===== src/hw/rtl/fba_pkg.sv =====
package fba_pkg;

    // fixed field widths
    localparam int OP_W     = 1;
    localparam int EIDX_W   = 4;
    localparam int AMT_W    = 16;
    localparam int STAT_W   = 2;
    localparam int MODE_W   = 2;
    localparam int BC_W     = 5;
    localparam int CFG_IDX_W  = 1;
    localparam int CFG_DATA_W = 5;

    localparam int DEF_NUM_BLOCKS = 16;
    localparam int DEF_SIZE_WIDTH = 16;

    localparam logic [OP_W-1:0] OP_LOAD  = 1'b0;
    localparam logic [OP_W-1:0] OP_ALLOC = 1'b1;

    localparam logic [STAT_W-1:0] STAT_LOADED  = 2'd0;
    localparam logic [STAT_W-1:0] STAT_ALLOC   = 2'd1;
    localparam logic [STAT_W-1:0] STAT_NOALLOC = 2'd2;

    localparam logic [MODE_W-1:0] MODE_FIRST = 2'd0;
    localparam logic [MODE_W-1:0] MODE_BEST  = 2'd1;
    localparam logic [MODE_W-1:0] MODE_WORST = 2'd2;

    localparam logic [CFG_IDX_W-1:0] CFG_FIT_MODE    = 1'b0;
    localparam logic [CFG_IDX_W-1:0] CFG_BLOCK_COUNT = 1'b1;

    localparam logic [BC_W-1:0] BC_RESET = 5'd16;

    typedef struct packed {
        logic capture;   // input transfer this cycle
        logic rd_issue;  // read table at scan address, advance
        logic finish;    // write back and load result register
    } dp_cmd_t;

    typedef struct packed {
        logic [OP_W-1:0] op_in;
        logic            limit_zero;
        logic            addr_last;
    } dp_status_t;

endpackage


===== src/hw/rtl/fba_ctrl.sv =====
module fba_ctrl
(
    input  logic                clk,
    input  logic                rst_n,
    input  logic                in_valid,
    output logic                in_stall,
    output logic                out_valid,
    input  logic                out_stall,
    input  fba_pkg::dp_status_t st,
    output fba_pkg::dp_cmd_t    cmd
);
    import fba_pkg::*;

    localparam logic [1:0] S_IDLE   = 2'd0;
    localparam logic [1:0] S_SCAN   = 2'd1;
    localparam logic [1:0] S_DRAIN  = 2'd2;
    localparam logic [1:0] S_FINISH = 2'd3;

    logic [1:0] state_reg;
    logic [1:0] state_next;
    logic       out_valid_reg;
    logic       out_valid_next;
    logic       out_free;

    assign out_free  = !out_valid_reg || !out_stall;
    assign in_stall  = (state_reg != S_IDLE);
    assign out_valid = out_valid_reg;

    always_comb
    begin
        state_next   = state_reg;
        cmd.capture  = 1'b0;
        cmd.rd_issue = 1'b0;
        cmd.finish   = 1'b0;
        case (state_reg)
            S_IDLE:
            begin
                if (in_valid)
                begin
                    cmd.capture = 1'b1;
                    if (st.op_in == OP_LOAD || st.limit_zero)
                        state_next = S_FINISH;
                    else
                        state_next = S_SCAN;
                end
            end
            S_SCAN:
            begin
                cmd.rd_issue = 1'b1;
                if (st.addr_last)
                    state_next = S_DRAIN;
            end
            S_DRAIN:
            begin
                // last read data is evaluated here
                state_next = S_FINISH;
            end
            S_FINISH:
            begin
                if (out_free)
                begin
                    cmd.finish = 1'b1;
                    state_next = S_IDLE;
                end
            end
            default:
            begin
                state_next = S_IDLE;
            end
        endcase
    end

    always_comb
    begin
        if (cmd.finish)
            out_valid_next = 1'b1;
        else if (out_valid_reg && !out_stall)
            out_valid_next = 1'b0;
        else
            out_valid_next = out_valid_reg;
    end

    always_ff @(posedge clk or negedge rst_n)
    begin
        if (!rst_n)
        begin
            state_reg     <= S_IDLE;
            out_valid_reg <= 1'b0;
        end
        else
        begin
            state_reg     <= state_next;
            out_valid_reg <= out_valid_next;
        end
    end

endmodule


===== src/hw/rtl/fba_dp.sv =====
module fba_dp
#(
    parameter int NUM_BLOCKS = fba_pkg::DEF_NUM_BLOCKS,
    parameter int SIZE_WIDTH = fba_pkg::DEF_SIZE_WIDTH
)
(
    input  logic                              clk,
    input  logic                              rst_n,
    input  logic                              cfg_we,
    input  logic [fba_pkg::CFG_IDX_W-1:0]     cfg_index,
    input  logic [fba_pkg::CFG_DATA_W-1:0]    cfg_data,
    input  logic [fba_pkg::OP_W-1:0]          op,
    input  logic [fba_pkg::EIDX_W-1:0]        entry_index,
    input  logic [fba_pkg::AMT_W-1:0]         amount,
    output logic [fba_pkg::STAT_W-1:0]        status,
    output logic [fba_pkg::EIDX_W-1:0]        chosen_index,
    output logic [fba_pkg::AMT_W-1:0]         remaining,
    input  fba_pkg::dp_cmd_t                  cmd,
    output fba_pkg::dp_status_t               st
);
    import fba_pkg::*;

    localparam int IDX_W = $clog2(NUM_BLOCKS);
    localparam int CNT_W = $clog2(NUM_BLOCKS + 1);
    localparam int LIM_W = (CNT_W > BC_W) ? CNT_W : BC_W;
    localparam int CMP_W = (SIZE_WIDTH > AMT_W) ? SIZE_WIDTH : AMT_W;

    // configuration
    logic [MODE_W-1:0]     fit_mode_reg;
    logic [BC_W-1:0]       block_count_reg;

    // captured item
    logic [OP_W-1:0]       op_reg;
    logic [EIDX_W-1:0]     idx_reg;
    logic [AMT_W-1:0]      amount_reg;

    // size table
    logic [SIZE_WIDTH-1:0] mem [NUM_BLOCKS];
    logic [NUM_BLOCKS-1:0] vld_reg;

    // scan
    logic [IDX_W-1:0]      addr_reg;
    logic                  rd_pend_reg;
    logic [IDX_W-1:0]      rd_idx_reg;
    logic [SIZE_WIDTH-1:0] rd_data_reg;
    logic                  rd_ok_reg;
    logic                  found_reg;
    logic [SIZE_WIDTH-1:0] best_reg;
    logic [IDX_W-1:0]      pick_reg;

    // result
    logic [STAT_W-1:0]     status_reg;
    logic [EIDX_W-1:0]     chosen_reg;
    logic [AMT_W-1:0]      remaining_reg;

    logic [LIM_W-1:0]      nb_w;
    logic [LIM_W-1:0]      bc_w;
    logic [LIM_W-1:0]      limit;
    logic [LIM_W-1:0]      ld_idx_w;
    logic                  ld_in_range;
    logic [IDX_W-1:0]      ld_addr;
    logic [CMP_W-1:0]      amt_w;
    logic [SIZE_WIDTH-1:0] amt_trunc;
    logic [CMP_W-1:0]      stored_w;
    logic [SIZE_WIDTH-1:0] cur;
    logic [CMP_W-1:0]      cur_w;
    logic                  fits;
    logic                  take;
    logic [CMP_W-1:0]      diff_w;
    logic [SIZE_WIDTH-1:0] new_size;
    logic [CMP_W-1:0]      new_w;
    logic [LIM_W-1:0]      pick_w;
    logic                  wr_en;
    logic [IDX_W-1:0]      wr_addr;
    logic [SIZE_WIDTH-1:0] wr_data;

    assign nb_w  = LIM_W'(NUM_BLOCKS);
    assign bc_w  = LIM_W'(block_count_reg);
    assign limit = (bc_w > nb_w) ? nb_w : bc_w;

    assign st.op_in      = op;
    assign st.limit_zero = (limit == '0);
    assign st.addr_last  = ((LIM_W'(addr_reg) + LIM_W'(1)) == limit);

    assign ld_idx_w    = LIM_W'(idx_reg);
    assign ld_in_range = (ld_idx_w < nb_w);
    assign ld_addr     = ld_idx_w[IDX_W-1:0];

    assign amt_w     = CMP_W'(amount_reg);
    assign amt_trunc = amt_w[SIZE_WIDTH-1:0];
    assign stored_w  = CMP_W'(amt_trunc);

    // entries never loaded read as zero
    assign cur   = rd_ok_reg ? rd_data_reg : '0;
    assign cur_w = CMP_W'(cur);
    assign fits  = (cur_w >= amt_w);
    assign take  = rd_pend_reg && fits &&
                   (!found_reg ||
                    (fit_mode_reg == MODE_BEST  && cur < best_reg) ||
                    (fit_mode_reg == MODE_WORST && cur > best_reg));

    assign diff_w   = CMP_W'(best_reg) - amt_w;
    assign new_size = diff_w[SIZE_WIDTH-1:0];
    assign new_w    = CMP_W'(new_size);
    assign pick_w   = LIM_W'(pick_reg);

    always_comb
    begin
        wr_en   = 1'b0;
        wr_addr = pick_reg;
        wr_data = new_size;
        if (cmd.finish)
        begin
            if (op_reg == OP_LOAD)
            begin
                wr_en   = ld_in_range;
                wr_addr = ld_addr;
                wr_data = amt_trunc;
            end
            else
            begin
                wr_en = found_reg;
            end
        end
    end

    always_ff @(posedge clk or negedge rst_n)
    begin
        if (!rst_n)
        begin
            fit_mode_reg    <= MODE_FIRST;
            block_count_reg <= BC_RESET;
            vld_reg         <= '0;
            addr_reg        <= '0;
            rd_pend_reg     <= 1'b0;
            found_reg       <= 1'b0;
        end
        else
        begin
            if (cfg_we)
            begin
                case (cfg_index)
                    CFG_FIT_MODE:    fit_mode_reg    <= cfg_data[MODE_W-1:0];
                    CFG_BLOCK_COUNT: block_count_reg <= cfg_data[BC_W-1:0];
                    default:         ;
                endcase
            end
            if (wr_en)
                vld_reg[wr_addr] <= 1'b1;
            rd_pend_reg <= cmd.rd_issue;
            if (cmd.capture)
            begin
                addr_reg  <= '0;
                found_reg <= 1'b0;
            end
            else
            begin
                if (cmd.rd_issue)
                    addr_reg <= addr_reg + IDX_W'(1);
                if (take)
                    found_reg <= 1'b1;
            end
        end
    end

    always_ff @(posedge clk)
    begin
        if (wr_en)
            mem[wr_addr] <= wr_data;
        if (cmd.rd_issue)
        begin
            rd_data_reg <= mem[addr_reg];
            rd_ok_reg   <= vld_reg[addr_reg];
            rd_idx_reg  <= addr_reg;
        end
        if (cmd.capture)
        begin
            op_reg     <= op;
            idx_reg    <= entry_index;
            amount_reg <= amount;
        end
        if (take)
        begin
            best_reg <= cur;
            pick_reg <= rd_idx_reg;
        end
        if (cmd.finish)
        begin
            if (op_reg == OP_LOAD)
            begin
                status_reg    <= STAT_LOADED;
                chosen_reg    <= idx_reg;
                remaining_reg <= ld_in_range ? stored_w[AMT_W-1:0] : '0;
            end
            else if (found_reg)
            begin
                status_reg    <= STAT_ALLOC;
                chosen_reg    <= pick_w[EIDX_W-1:0];
                remaining_reg <= new_w[AMT_W-1:0];
            end
            else
            begin
                status_reg    <= STAT_NOALLOC;
                chosen_reg    <= '0;
                remaining_reg <= '0;
            end
        end
    end

    assign status       = status_reg;
    assign chosen_index = chosen_reg;
    assign remaining    = remaining_reg;

endmodule


===== src/hw/rtl/fit_block_allocator.sv =====
// Channel  Direction  Handshake           Payload
// in       sink       in_valid/in_stall   op, entry_index, amount
// out      source     out_valid/out_stall status, chosen_index, remaining
// cfg      sink       cfg_we              cfg_index, cfg_data
//
// A load goes from its transfer to the finish state, which loads the result register; an allocate
// first scans L = min(block_count, NUM_BLOCKS) table entries, reading one table entry a cycle,
// then passes a drain state; an allocate with L = 0 is timed as a load. The finish state waits,
// and so holds off the next transfer, while a finished result waits behind an earlier one.
// One item at a time; in_stall is low only while the block is idle.
// The result register lets the next item start while a result waits on out_stall.
// Reset clears the whole table (per-entry valid bits) at once, no sweep.
module fit_block_allocator
#(
    parameter int NUM_BLOCKS = fba_pkg::DEF_NUM_BLOCKS,
    parameter int SIZE_WIDTH = fba_pkg::DEF_SIZE_WIDTH
)
(
    input  logic                           clk,
    input  logic                           rst_n,
    input  logic                           cfg_we,
    input  logic [fba_pkg::CFG_IDX_W-1:0]  cfg_index,
    input  logic [fba_pkg::CFG_DATA_W-1:0] cfg_data,
    input  logic                           in_valid,
    output logic                           in_stall,
    input  logic [fba_pkg::OP_W-1:0]       op,
    input  logic [fba_pkg::EIDX_W-1:0]     entry_index,
    input  logic [fba_pkg::AMT_W-1:0]      amount,
    output logic                           out_valid,
    input  logic                           out_stall,
    output logic [fba_pkg::STAT_W-1:0]     status,
    output logic [fba_pkg::EIDX_W-1:0]     chosen_index,
    output logic [fba_pkg::AMT_W-1:0]      remaining
);
    import fba_pkg::*;

    dp_cmd_t    cmd;
    dp_status_t st;

    fba_ctrl u_ctrl
    (
        .clk       (clk),
        .rst_n     (rst_n),
        .in_valid  (in_valid),
        .in_stall  (in_stall),
        .out_valid (out_valid),
        .out_stall (out_stall),
        .st        (st),
        .cmd       (cmd)
    );

    fba_dp
    #(
        .NUM_BLOCKS (NUM_BLOCKS),
        .SIZE_WIDTH (SIZE_WIDTH)
    )
    u_dp
    (
        .clk          (clk),
        .rst_n        (rst_n),
        .cfg_we       (cfg_we),
        .cfg_index    (cfg_index),
        .cfg_data     (cfg_data),
        .op           (op),
        .entry_index  (entry_index),
        .amount       (amount),
        .status       (status),
        .chosen_index (chosen_index),
        .remaining    (remaining),
        .cmd          (cmd),
        .st           (st)
    );

endmodule

===== config.mk =====
export PLATFORM = sky130hd
export DESIGN_NAME = fit_block_allocator
export DESIGN_NICKNAME = d
export VERILOG_FILES = /design/src/hw/rtl/fba_pkg.sv /design/src/hw/rtl/fba_ctrl.sv /design/src/hw/rtl/fba_dp.sv /design/src/hw/rtl/fit_block_allocator.sv
export SDC_FILE = /design/constraint.sdc
export NUM_CORES = 1
export LEC_CHECK = 0
export ABC_AREA = 1
export BUFFER_PORTS_ARGS = -buffer_cell sky130_fd_sc_hd__buf_2
export CELL_PAD_IN_SITES_DETAIL_PLACEMENT = 0
export CELL_PAD_IN_SITES_GLOBAL_PLACEMENT = 1
export CORE_MARGIN = 2
export CORE_UTILIZATION = 40
export CTS_CLUSTER_DIAMETER = 40
export DETAILED_ROUTE_END_ITERATION = 12
export PLACE_DENSITY_LB_ADDON = 0.1
export SLEW_MARGIN = 20
export SYNTH_ARGS = -nofsm -noshare
export SYNTH_HDL_FRONTEND = slang
export SYNTH_HIERARCHICAL = 1
export SYNTH_SLANG_ARGS = --single-unit

===== constraint.sdc =====
create_clock -name clk -period 3.65 [get_ports clk]
set_input_delay 0.1825 -clock clk [delete_from_list [all_inputs] [get_ports clk]]
set_output_delay 0.1825 -clock clk [all_outputs]
set_load 0.02 [all_outputs]

; After elaboration in Yosys (flattened, before gate mapping)
; Memory sizes are Yosys's and may differ from the RTL's. A register that Yosys moved wholly into a read port is not among the register bits.
; Index checks and enable logic that the tools add are counted.
[totals]
elab_cells = 100
register_bits = 100
inputBits = 32
memories = 1
output_inout_bits = 24
ramBits = 256
[mem_list]
columns = name, depth, word_bits, read_ports, rd_ports_with_merged_regs, write_ports, line
row1 = u_dp.mem, 16, 16, 1, 1, 1, fba_dp.sv:38  ; logic [SIZE_WIDTH-1:0] mem [NUM_BLOCKS];
[classes]
add_sub_neg = 3
bitwise_logic = 3
order_cmp = 8
n_reduce_logical = 22
n_eq_ne = 9
n_mux = 36
[op_table]
columns = cell, count
row1 = $mux W16, 6
row2 = $mux W4, 6
row3 = $ge A16 B16 Y1, 1
row4 = $gt A16 B16 Y1, 1
row5 = $lt A16 B16 Y1, 1
row6 = $or A16 B16 Y16, 1
row7 = $sub A16 B16 Y16, 1
row8 = $lt A4 B5 Y1 const B, 3
row9 = $mux W1, 15
row10 = $mux W2, 5
row11 = $pmux W2 S4, 1
row12 = $reduce_bool A2 Y1, 4
row13 = $eq A2 B2 Y1 const B, 3
row14 = $logic_and A1 B1 Y1, 6
row15 = $add A4 B1 Y5 const B, 1
row16 = $eq A5 B5 Y1, 1
row17 = $gt A5 B5 Y1 const B, 1
row18 = $logic_not A5 Y1, 1
row19 = $mux W5, 1
row20 = $add A4 B1 Y4 const B, 1
row21 = $bmux W1 S4, 1
row22 = $demux W1 S4, 1
row23 = $eq A2 B1 Y1 const B, 2
row24 = $ge A4 B1 Y1 const B, 1
row25 = other kinds (8), 16

; Depth between registers and ports, before layout
; Gate-level depths: netlist (run 1).
[depth]
depth_word = 10
depth_mapped = 16
ltp_nobuf = 14

; By module
; The synthesis (run 1) kept the hierarchy.
[modules_own_cells]
columns = mod, seq_area_each_um2, instances, cells_per_inst, area_per_inst_um2
row1 = fba_dp, 10936.7, 1, 1337, 15944.0
row2 = fba_ctrl, 75.1, 1, 40, 280.3

; Least setup slack after synthesis (run 1)
; Ideal clock, no wire load.
[synth_path]
path_kind = register to register
start = reg u_dp.rd_ok_reg
end = reg u_dp.best_reg[0], enable pin
required_ns = 3.253
n_path_buf = 2
setup_slack_ns = 0.650
setup_time_ns = 0.397
period_less_slack_ns = 3.000
t_arrival_ns = 2.603
stages_incl_launch_ff = 12
path_cell_list = edfxtp_1 -> buf_4 -> clkbuf_1 -> nand2_1 -> inv_1 -> ha_1 -> inv_1 -> nor4_1 -> nand2_1 -> a21oi_1 -> nor2_1 -> nor2_1
[synth_via]
elab_chain_len = 6
elab_cells_between_ends = 10
cone_classes = order compare (3) / mux (1) / reduce/logical (6)
[synth_rtl]
columns = item, line
row1 = start: declaration, fba_dp.sv:46  ; logic rd_ok_reg;
row2 = start signal: assignment, fba_dp.sv:173  ; rd_ok_reg <= vld_reg[addr_reg];
row3 = $mux W16 *, fba_dp.sv:94  ; assign cur = rd_ok_reg ? rd_data_reg : '0;
row4 = named net u_dp.cur[13], fba_dp.sv:65  ; logic [SIZE_WIDTH-1:0] cur;
row5 = $lt A16 B16 Y1, fba_dp.sv:99  ; (fit_mode_reg == MODE_BEST && cur < best_reg) ||
row6 = $logic_and A1 B1 Y1, fba_dp.sv:99
row7 = $logic_or A1 B1 Y1, fba_dp.sv:98  ; (!found_reg ||
row8 = $logic_or A1 B1 Y1, fba_dp.sv:99
row9 = $logic_and A1 B1 Y1 *, fba_dp.sv:97  ; assign take = rd_pend_reg && fits &&
row10 = named net u_dp.take, fba_dp.sv:68  ; logic take;
row11 = end signal: assignment, fba_dp.sv:184  ; best_reg <= cur;
row12 = end: declaration, fba_dp.sv:48  ; logic [SIZE_WIDTH-1:0] best_reg;
; Mark *: on every way through the listed nets, which the timed path passes. The rest lies on a longest branch.
; A chain may end at the register's enable or synchronous reset.

; Final worst setup path (run 1)
[layout_path]
start = reg u_dp.rd_ok_reg
end = reg u_dp.best_reg[14], enable pin
; Same word-level chain as after synthesis.

==> summary.md, run 1 <==
The signed area change from the synthesized netlist to the final layout came out at 21.0%. Final standard cell utilization of the core: 0.492. For the total number of H-tree levels, the log shows 2. The synthesized netlist occupies a cell area of 16200 sq um.

The library cell used most frequently in the layout, excluding fill and tap cells, is sky130_fd_sc_hd__edfxtp_1. The run gives 47 as the distinct cell type count of the synthesized netlist. Setup violations remaining at the end of the flow were counted as 0. The clock passes through at most 3 buffers.

Leaving out fill and tap cells, the most frequent cells in the layout are sky130_fd_sc_hd__edfxtp_1 (340), sky130_fd_sc_hd__nand2_1 (247), sky130_fd_sc_hd__o21ai_0 (138), sky130_fd_sc_hd__inv_1 (110), sky130_fd_sc_hd__nor2_1 (90). The first global-routing pass estimated 64000 microns of wire. The fraction of the yosys area taken by sequential cells is 0.679. STA classifies the critical path endpoint as a flop.

Path type of the worst min-delay path: in2reg. The relative max-transition margin is 0.415, and the effective utilization at floorplan is 0.406. The number of nets in the layout came out at 1593.

The floorplan die width works out to 205 microns. Setup repair after global routing left no endpoint under its margin. The maximum clock frequency was 0.336 GHz; the first-iteration detailed-routing DRC count was 615. The tools report the synthesized netlist cell count as 1377. Sorting the synthesized cells by area gives the leading types as sky130_fd_sc_hd__edfxtp_1 (63%), sky130_fd_sc_hd__nand2_1 (5.7%), sky130_fd_sc_hd__dfrtp_1 (4.8%).

The largest total area in the synthesized netlist belongs to sky130_fd_sc_hd__edfxtp_1. Max-cap violations in this run came to 0. After global routing the overflow that remains totals 0. Class of the most critical setup path: reg2reg. The mean routed wirelength per cell is 20.3 microns.

The final hold violation count was 0; the final cycle utilization of the critical path was 0.814. Counting flops per register, the top entry is u_dp/mem. For the met2 usage, the log shows 0.331.

The first detailed-routing pass ran for 5 iterations. The placed instances occupy a cell area of 17300 sq um. The logs give 2084 for the filler-free cell count of the finished design and 56 for the number of primary I/O pins. Entering global routing, the biggest net connects 143 pins. Average cell area after synthesis: 11.8 sq um.

The flip-flop count of the largest register after layout works out to 256. The number of synthesized register bits works out to 372. The finished cells cover 19600 sq um. The total of buffers placed on input and output ports was 55; the met3 track utilization from global routing was 0.0307. For this run, design rule violations remaining after detail routing come to 0. The total routed wirelength came out at 42200 microns. The static leakage is 7.62 nW, and the via density per instance is 5.18. 0 antenna diodes ended up in the layout. TritonCTS built the clock tree. The die is 205 microns tall. Summing internal, switching and leakage power gives 0.0164 W. For the number of max-slew violations in the final report, the log shows 0. STA puts the critical path data required time at 3920 ps. The worst clock skew was 34.1 ps. The flow ran to the end, and the final reports show no timing, DRC or antenna violations.

The routed design could run at a clock period as short as 2970 ps. The layout cell share with drive strength beyond 1 is 0.155, and the clock sink total is 372. Once detail routing completed, the nets flagged for antenna violations numbered 0. The clock root buffer master is sky130_fd_sc_hd__clkbuf_16.

The arrival time of data at the critical path endpoint came out at 3240 ps. The total number of vias was 10800. The share of Yosys cell area claimed by the top area cell type is 0.629. The maximum VDD drop was 510 uV; the measured slew at the worst slew-check pin was 876 ps. Worst-path cell with the longest stage delay: sky130_fd_sc_hd__edfxtp_1. For the sum of net half-perimeters after detailed placement, the log shows 26900 microns. The congestion estimate from routability-driven global placement came to 0.823. After floorplanning, the core was divided into 73 placement rows. For this run, the leading register cell type out of synthesis is sky130_fd_sc_hd__edfxtp_1. The tools report the total negative slack as 0 ps.

Clock latency on the worst-skew pair, taken at its later pin, is 620 ps. The tools report the number of warning messages in the yosys log as 6. Walking the worst path, the cells encountered are nand2_1 -> inv_1 -> ha_1 -> nand2_1 -> inv_1 -> nand3_1 -> nor3_1 -> nand3_1 -> nand3_1 -> nand2_1 -> nor2_2 -> buf_4.

The floorplan die area came out at 42200 sq um. Buffers inserted during clock tree synthesis total 58. Met1 track demand over resource: 0.283.

The number of antenna violations at the first check in global routing is 0, and the total power divided by cell area is 837 nW/um^2. The most crowded layer after global routing was met2. The core region area was 39900 sq um. The number of gates resized after CTS was 0. The overall fraction of global-route tracks in use came out at 0.204.

The longest individual stage delay on the worst path came out at 640 ps. The tools report the cell count after placement as 1942. The number of nets produced by synthesis was 1460. The worst setup path is launched from a flop. In this run the worst path has a maximum fanout of 20. The share of flip-flops with an asynchronous set or reset after synthesis was 0.0860; the count of flip-flops with a built-in enable after synthesis was 340. The clock-pin slew on the worst setup and hold paths was 50 ps.

The number of global-route vias before repair was 10600.
==> cell type report <==
| type | instances | area, sq um |
|---|---|---|
| clock inverters | 42 | 548 |
| fillers | 3561 | 20300 |
| multi-input cells | 830 | 4510 |
| repair buffers | 133 | 968 |
| well taps | 525 | 657 |
| clock buffers | 67 | 1500 |
| inverters | 115 | 437 |
| flip-flops and latches | 372 | 11000 |
==> metal layers <==
layer  up-vias  wire length (microns)
met5         -                      0
met4         0                    918
met3        57                   2020
met2       256                  19700
met1      5289                  19600
li1       5200                      -
==> cells by family after synthesis <==
logic type / synth area share
AND/OR/NAND/NOR: 0.124
adder cells (fa/ha/maj): 0.0398
XOR/XNOR: 0.00702
multiplexers: 0.00139
buffers and inverters: 0.0458
flip-flops: 0.679
AO/OA/AOI/OAI: 0.104
==> cell usage after synthesis, types with 4 or more instances <==
cell and number:
sky130_fd_sc_hd__a21o_1 5, sky130_fd_sc_hd__a21oi_1 68, sky130_fd_sc_hd__a221oi_1 18, sky130_fd_sc_hd__buf_2 22
sky130_fd_sc_hd__buf_4 8, sky130_fd_sc_hd__clkbuf_1 25, sky130_fd_sc_hd__dfrtp_1 31, sky130_fd_sc_hd__edfxtp_1 340
sky130_fd_sc_hd__ha_1 50, sky130_fd_sc_hd__inv_1 110, sky130_fd_sc_hd__nand2_1 247, sky130_fd_sc_hd__nand2_2 7
sky130_fd_sc_hd__nand3_1 69, sky130_fd_sc_hd__nand4_1 16, sky130_fd_sc_hd__nor2_1 103, sky130_fd_sc_hd__nor2_2 6
sky130_fd_sc_hd__o21ai_0 139, sky130_fd_sc_hd__o21ai_1 8, sky130_fd_sc_hd__o21ai_2 4, sky130_fd_sc_hd__o21bai_1 6
sky130_fd_sc_hd__o221ai_1 13, sky130_fd_sc_hd__o22ai_1 25, sky130_fd_sc_hd__or2_1 9, sky130_fd_sc_hd__xnor2_1 4
sky130_fd_sc_hd__xor2_1 9
==> final timing paths <==
kind                                     from  slack [ps]  cells past startpoint           endpoint
setup / recovery               u_dp/rd_ok_reg         680                     12  u_dp/best_reg[14]
hold / removal                         cfg_we          60                      4       u_dp/bc_w[0]
setup reg to reg               u_dp/rd_ok_reg         680                     12  u_dp/best_reg[14]
hold reg to reg            u_dp/rd_idx_reg[2]         420                      0   u_dp/pick_reg[2]
max in group asynchronous               rst_n        2840                      2   u_dp/addr_reg[0]
min in group asynchronous               rst_n         210                      2       u_dp/bc_w[2]
==> metrics by stage <==
step | hold WS, ps | worst slack (ps)
finish | 56.0 | 678
global route | 93.5 | 436
CTS | 16.6 | 619
detailed placement | 320 | 632
global placement | 338 | 587
floorplan | -113 | 650
==> worst max-delay path: cells and delay by family, from the launching register on <==
family	cells	cell delay, ps
buffers and inverters	3	430
and+or+nand+nor	8	1280
DFF	1	640
adders and majority gates	1	290
==> report_power, final <==
| part | switching [W] | internal (W) |
|---|---|---|
| Sequential | 0.000230 | 0.00587 |
| Combinational | 0.00335 | 0.00128 |
| Clock | 0.00208 | 0.00362 |
| Total | 0.00566 | 0.0108 |
==> repair_timing <==
item | CTS | global route
endpoints found under the hold margin | 62 | 0
buffers inserted | 0 | 0
endpoints found under the setup margin | 0 | 0
hold buffers | 33 | 0
Power figures use the tool's default switching activity.
==> run 2: changes to the inputs <==
==> constraint.sdc (replaced) <==
create_clock -name clk -period 2.89 [get_ports clk]
set_input_delay 0.1445 -clock clk [delete_from_list [all_inputs] [get_ports clk]]
set_output_delay 0.1445 -clock clk [all_outputs]
set_load 0.02 [all_outputs]
==> run 2 against run 1 <==
Net effect: fmax increased by 15%; global-route usage increased by 0.49 points; die area unchanged; first-iteration DRC count increased by 20%; sequential cell count unchanged; critical path type unchanged; clock skew decreased by 11 ps; sequential power increased by 26%; clock power increased by 22%; total power increased by 25%; via count increased by 1.2%; worst hold slack improved by 120 ps; critical endpoint unchanged.
==> summary.md, run 2 (synthesis gave the netlist of run 1 again) <==
The run finished with clean final reports. The number of antenna violations at the first check in global routing is 2 (+2), and the measured slew at the worst slew-check pin is 867 ps (-9.32 ps). The via density per instance came out at 5.19 (+0.12%). In this run the clock root is driven by a sky130_fd_sc_hd__clkbuf_16. The total number of vias was 10900 (+1.2%). The number of max-slew violations in the final report was 0 (unchanged); the least setup slack across all paths after layout was 317 ps (-361 ps). The switching fraction of total power is 0.349 (+0.00490).

TritonCTS built the clock tree. The mean routed wirelength per cell was 20.3 microns (+0.17%); the clock-pin slew on the worst setup and hold paths was 60 ps (about the same). The total power divided by cell area was 1040 nW/um^2 (+24%). For the final estimated routing congestion in global placement, the log shows 0.896 (+8.8%). Post-detailed-route DRC marker count: 0 (unchanged). The commonest non-fill, non-tap cell in the layout is sky130_fd_sc_hd__edfxtp_1.

For the global-route congestion overflow total, the log shows 0 (unchanged). The first-iteration detailed-routing DRC count is 739 (+20%). The overall fraction of global-route tracks in use was 0.209 (+0.00486); the floorplan die width was 205 microns (unchanged). Internal power: 0.0134 W (+24%). Setup repair after global routing left no endpoint under its margin.

The run gives 0.287 (+0.005) as the combinational fraction of design power. The run gives 320 ps (-360 ps) as the register-to-register setup slack. STA classifies the critical path endpoint as a flop. The antenna violation net count after detailed routing was 0 (unchanged). The number of setup violations in the final report was 0 (unchanged). The number of buffers created by CTS was 58 (unchanged); the count of cells along the worst register-to-register path was 15 (+3). The post-route total power was 0.0206 W (+25%).

The tools report the relative max-transition margin as 0.421 (+0.00622). The final critical delay including setup and external delays works out to 2570 ps (-399 ps). The static leakage is 7.72 nW (+1.3%), and the number of primary I/O pins is 56 (unchanged). The run gives 0.389 GHz (+15%) as the maximum clock frequency. The pre-CTS setup slack came out at 310 ps (-322 ps). The startpoint identified for the worst register-to-register timing path is u_dp/rd_ok_reg. The antenna diode count was 0 (unchanged); the number of global-route vias before repair was 10900 (+2.7%). The setup path with the least slack is of type reg2reg. The worst hold path belongs to the class in2async. The number of nets in the layout is 1615 (+1.4%), and the flip-flop count of the largest register after layout is 256 (unchanged).

Maximum fanout encountered on the critical timing path: 20 (unchanged). For the worst clock skew, the log shows 23.0 ps (-11.0 ps). The maximum number of pins on one net before global-route repair was 140 (-2.1%); the die extent in y was 205 microns (unchanged). The endpoint identified for the worst register-to-register timing path is u_dp/best_reg[14]. For the total number of H-tree levels, the log shows 2 (unchanged). The required time reported for the critical path endpoint is 3190 ps (-730 ps), and the total negative slack is 0 ps (unchanged). For the total routed wirelength, the log shows 42800 microns (+1.3%). The capture point of the worst path was u_dp/best_reg[14]. In the layout the commonest cells are sky130_fd_sc_hd__edfxtp_1 (340), sky130_fd_sc_hd__nand2_1 (247), sky130_fd_sc_hd__o21ai_0 (139), sky130_fd_sc_hd__inv_1 (110), sky130_fd_sc_hd__nor2_1 (90). The part of the total power dissipated in sequential elements was 0.373 (+0.002); the clock sink total was 372 (unchanged). For the buffer depth of the longest clock path, the log shows 3 (unchanged). The run gives 2880 ps (-360 ps) as the arrival time of data at the critical path endpoint. Source of the critical timing path: u_dp/rd_ok_reg. The net switching power was 0.00718 W (+27%). The maximum VDD drop was 475 uV (-6.8%). The tools report the number of gates resized after CTS as 0 (unchanged). The total of max-cap violations is 0 (unchanged). The insertion delay of the later-clocked pin in the worst-skew pair was 620 ps (about the same). The total of buffers placed on input and output ports was 55 (unchanged). For the core region area, the log shows 39900 sq um (unchanged).

The run gives 64900 microns (+1.4%) as the global-route wire length before repair. Final hold violation count: 0 (unchanged). The run gives 42200 sq um (unchanged) as the floorplan die area. The final cycle utilization of the critical path was 0.890 (+0.0761).

The kind of start point of the critical path was a flop. The first-pass iteration count of the detailed router came out at 6 (+1). The register with the most flip-flops in the final layout is u_dp/mem.

The clock share of power was 0.339 (-0.008). The tools report the effective utilization at floorplan as 0.406 (unchanged). The row count is 73 (unchanged), and the layout cell share with drive strength beyond 1 is 0.168 (+0.0129). The signed area change from the synthesized netlist to the final layout was 21.7%.

For the sum of net half-perimeters after detailed placement, the log shows 27600 microns (+2.9%).
[run 2: cell types whose count changed in the layout (fill, tap and decap cells not counted), sizes merged]
cell / change
buf: +20
clkinv: +2
clkbuf: -4
bufinv: -4
dlygate4sd3: +2
inv: +10
clkinvlp: -3
[run 2: worst min path at each step]
stage / to / cells past startpoint / slack [ps] / startpoint
floorplan: u_ctrl/out_valid / 0 / -150 / rst_n
global placement: u_ctrl/state_reg[1] / 1 / 280 / rst_n
detailed placement: u_ctrl/state_reg[0] / 1 / 290 / rst_n
CTS: u_dp/vld_reg[6] / 2 / 170 / rst_n
global route: u_dp/bc_w[3] / 2 / 220 / rst_n
finish: u_ctrl/state_reg[0] / 2 / 170 / rst_n
[run 2: power groups by stage]
stage,Sequential [W],Combinational [W],Clock (W)
5_1_grt,0.00774,0.00664,0.00735
2_1_floorplan,0.00779,0.00361,0
3_5_place_dp,0.00778,0.00590,0
6_report,0.00768,0.00591,0.00697
4_1_cts,0.00768,0.00596,0.00712
3_3_place_gp,0.00778,0.00587,0
[run 2: metal layers]
metal / global-route usage / up-vias / part of all wire
met5: 0 / - / 0
met4: 0.0861 / 0 / 0.033
met3: 0.0348 / 93 / 0.047
met2: 0.348 / 266 / 0.48
met1: 0.271 / 5317 / 0.44
li1: - / 5258 / -
[run 2: critical path, cell delays in order, from the launching register on]
cell                       delay, ps
sky130_fd_sc_hd__edfxtp_1        590
sky130_fd_sc_hd__buf_4           240
sky130_fd_sc_hd__nand2_1          90
sky130_fd_sc_hd__inv_1            50
sky130_fd_sc_hd__ha_1            280
sky130_fd_sc_hd__inv_1            40
sky130_fd_sc_hd__o21bai_1        110
sky130_fd_sc_hd__nand4_1          80
sky130_fd_sc_hd__nand2_1         120
sky130_fd_sc_hd__nand2_1          60
sky130_fd_sc_hd__nand2_1          60
sky130_fd_sc_hd__nand2_1          50
sky130_fd_sc_hd__nand3_1          80
sky130_fd_sc_hd__nand2_1          70
sky130_fd_sc_hd__nor2_2          150
sky130_fd_sc_hd__buf_12          180
[run 2: final cells by class]
type | count | area (sq um)
well taps | 525 | 657
flip-flops and latches | 372 | 11000
clock buffers | 63 | 1470
repair buffers | 155 | 1160
fillers | 3607 | 20200
multi-input cells | 830 | 4510
inverters | 115 | 437
clock inverters | 47 | 502
[run 2: repair_timing]
item	4_1_cts	5_1_grt
buffers inserted	0	0
hold buffers	35	0
hold endpoints to repair	63	0
[run 2: stage by stage]
| step | area (sq um) | utilization | instances | hold slack [ps] |
|---|---|---|---|---|
| final | 19800 | 0.495 | 2107 | 171 |
| after global routing | 19800 | 0.495 | 2107 | 215 |
| after CTS | 19800 | 0.495 | 2107 | 168 |
| after detailed placement | 17400 | 0.437 | 1962 | 286 |
| after global placement | 17400 | 0.437 | 1962 | 284 |
| after floorplan | 16200 | - | 1377 | -151 |
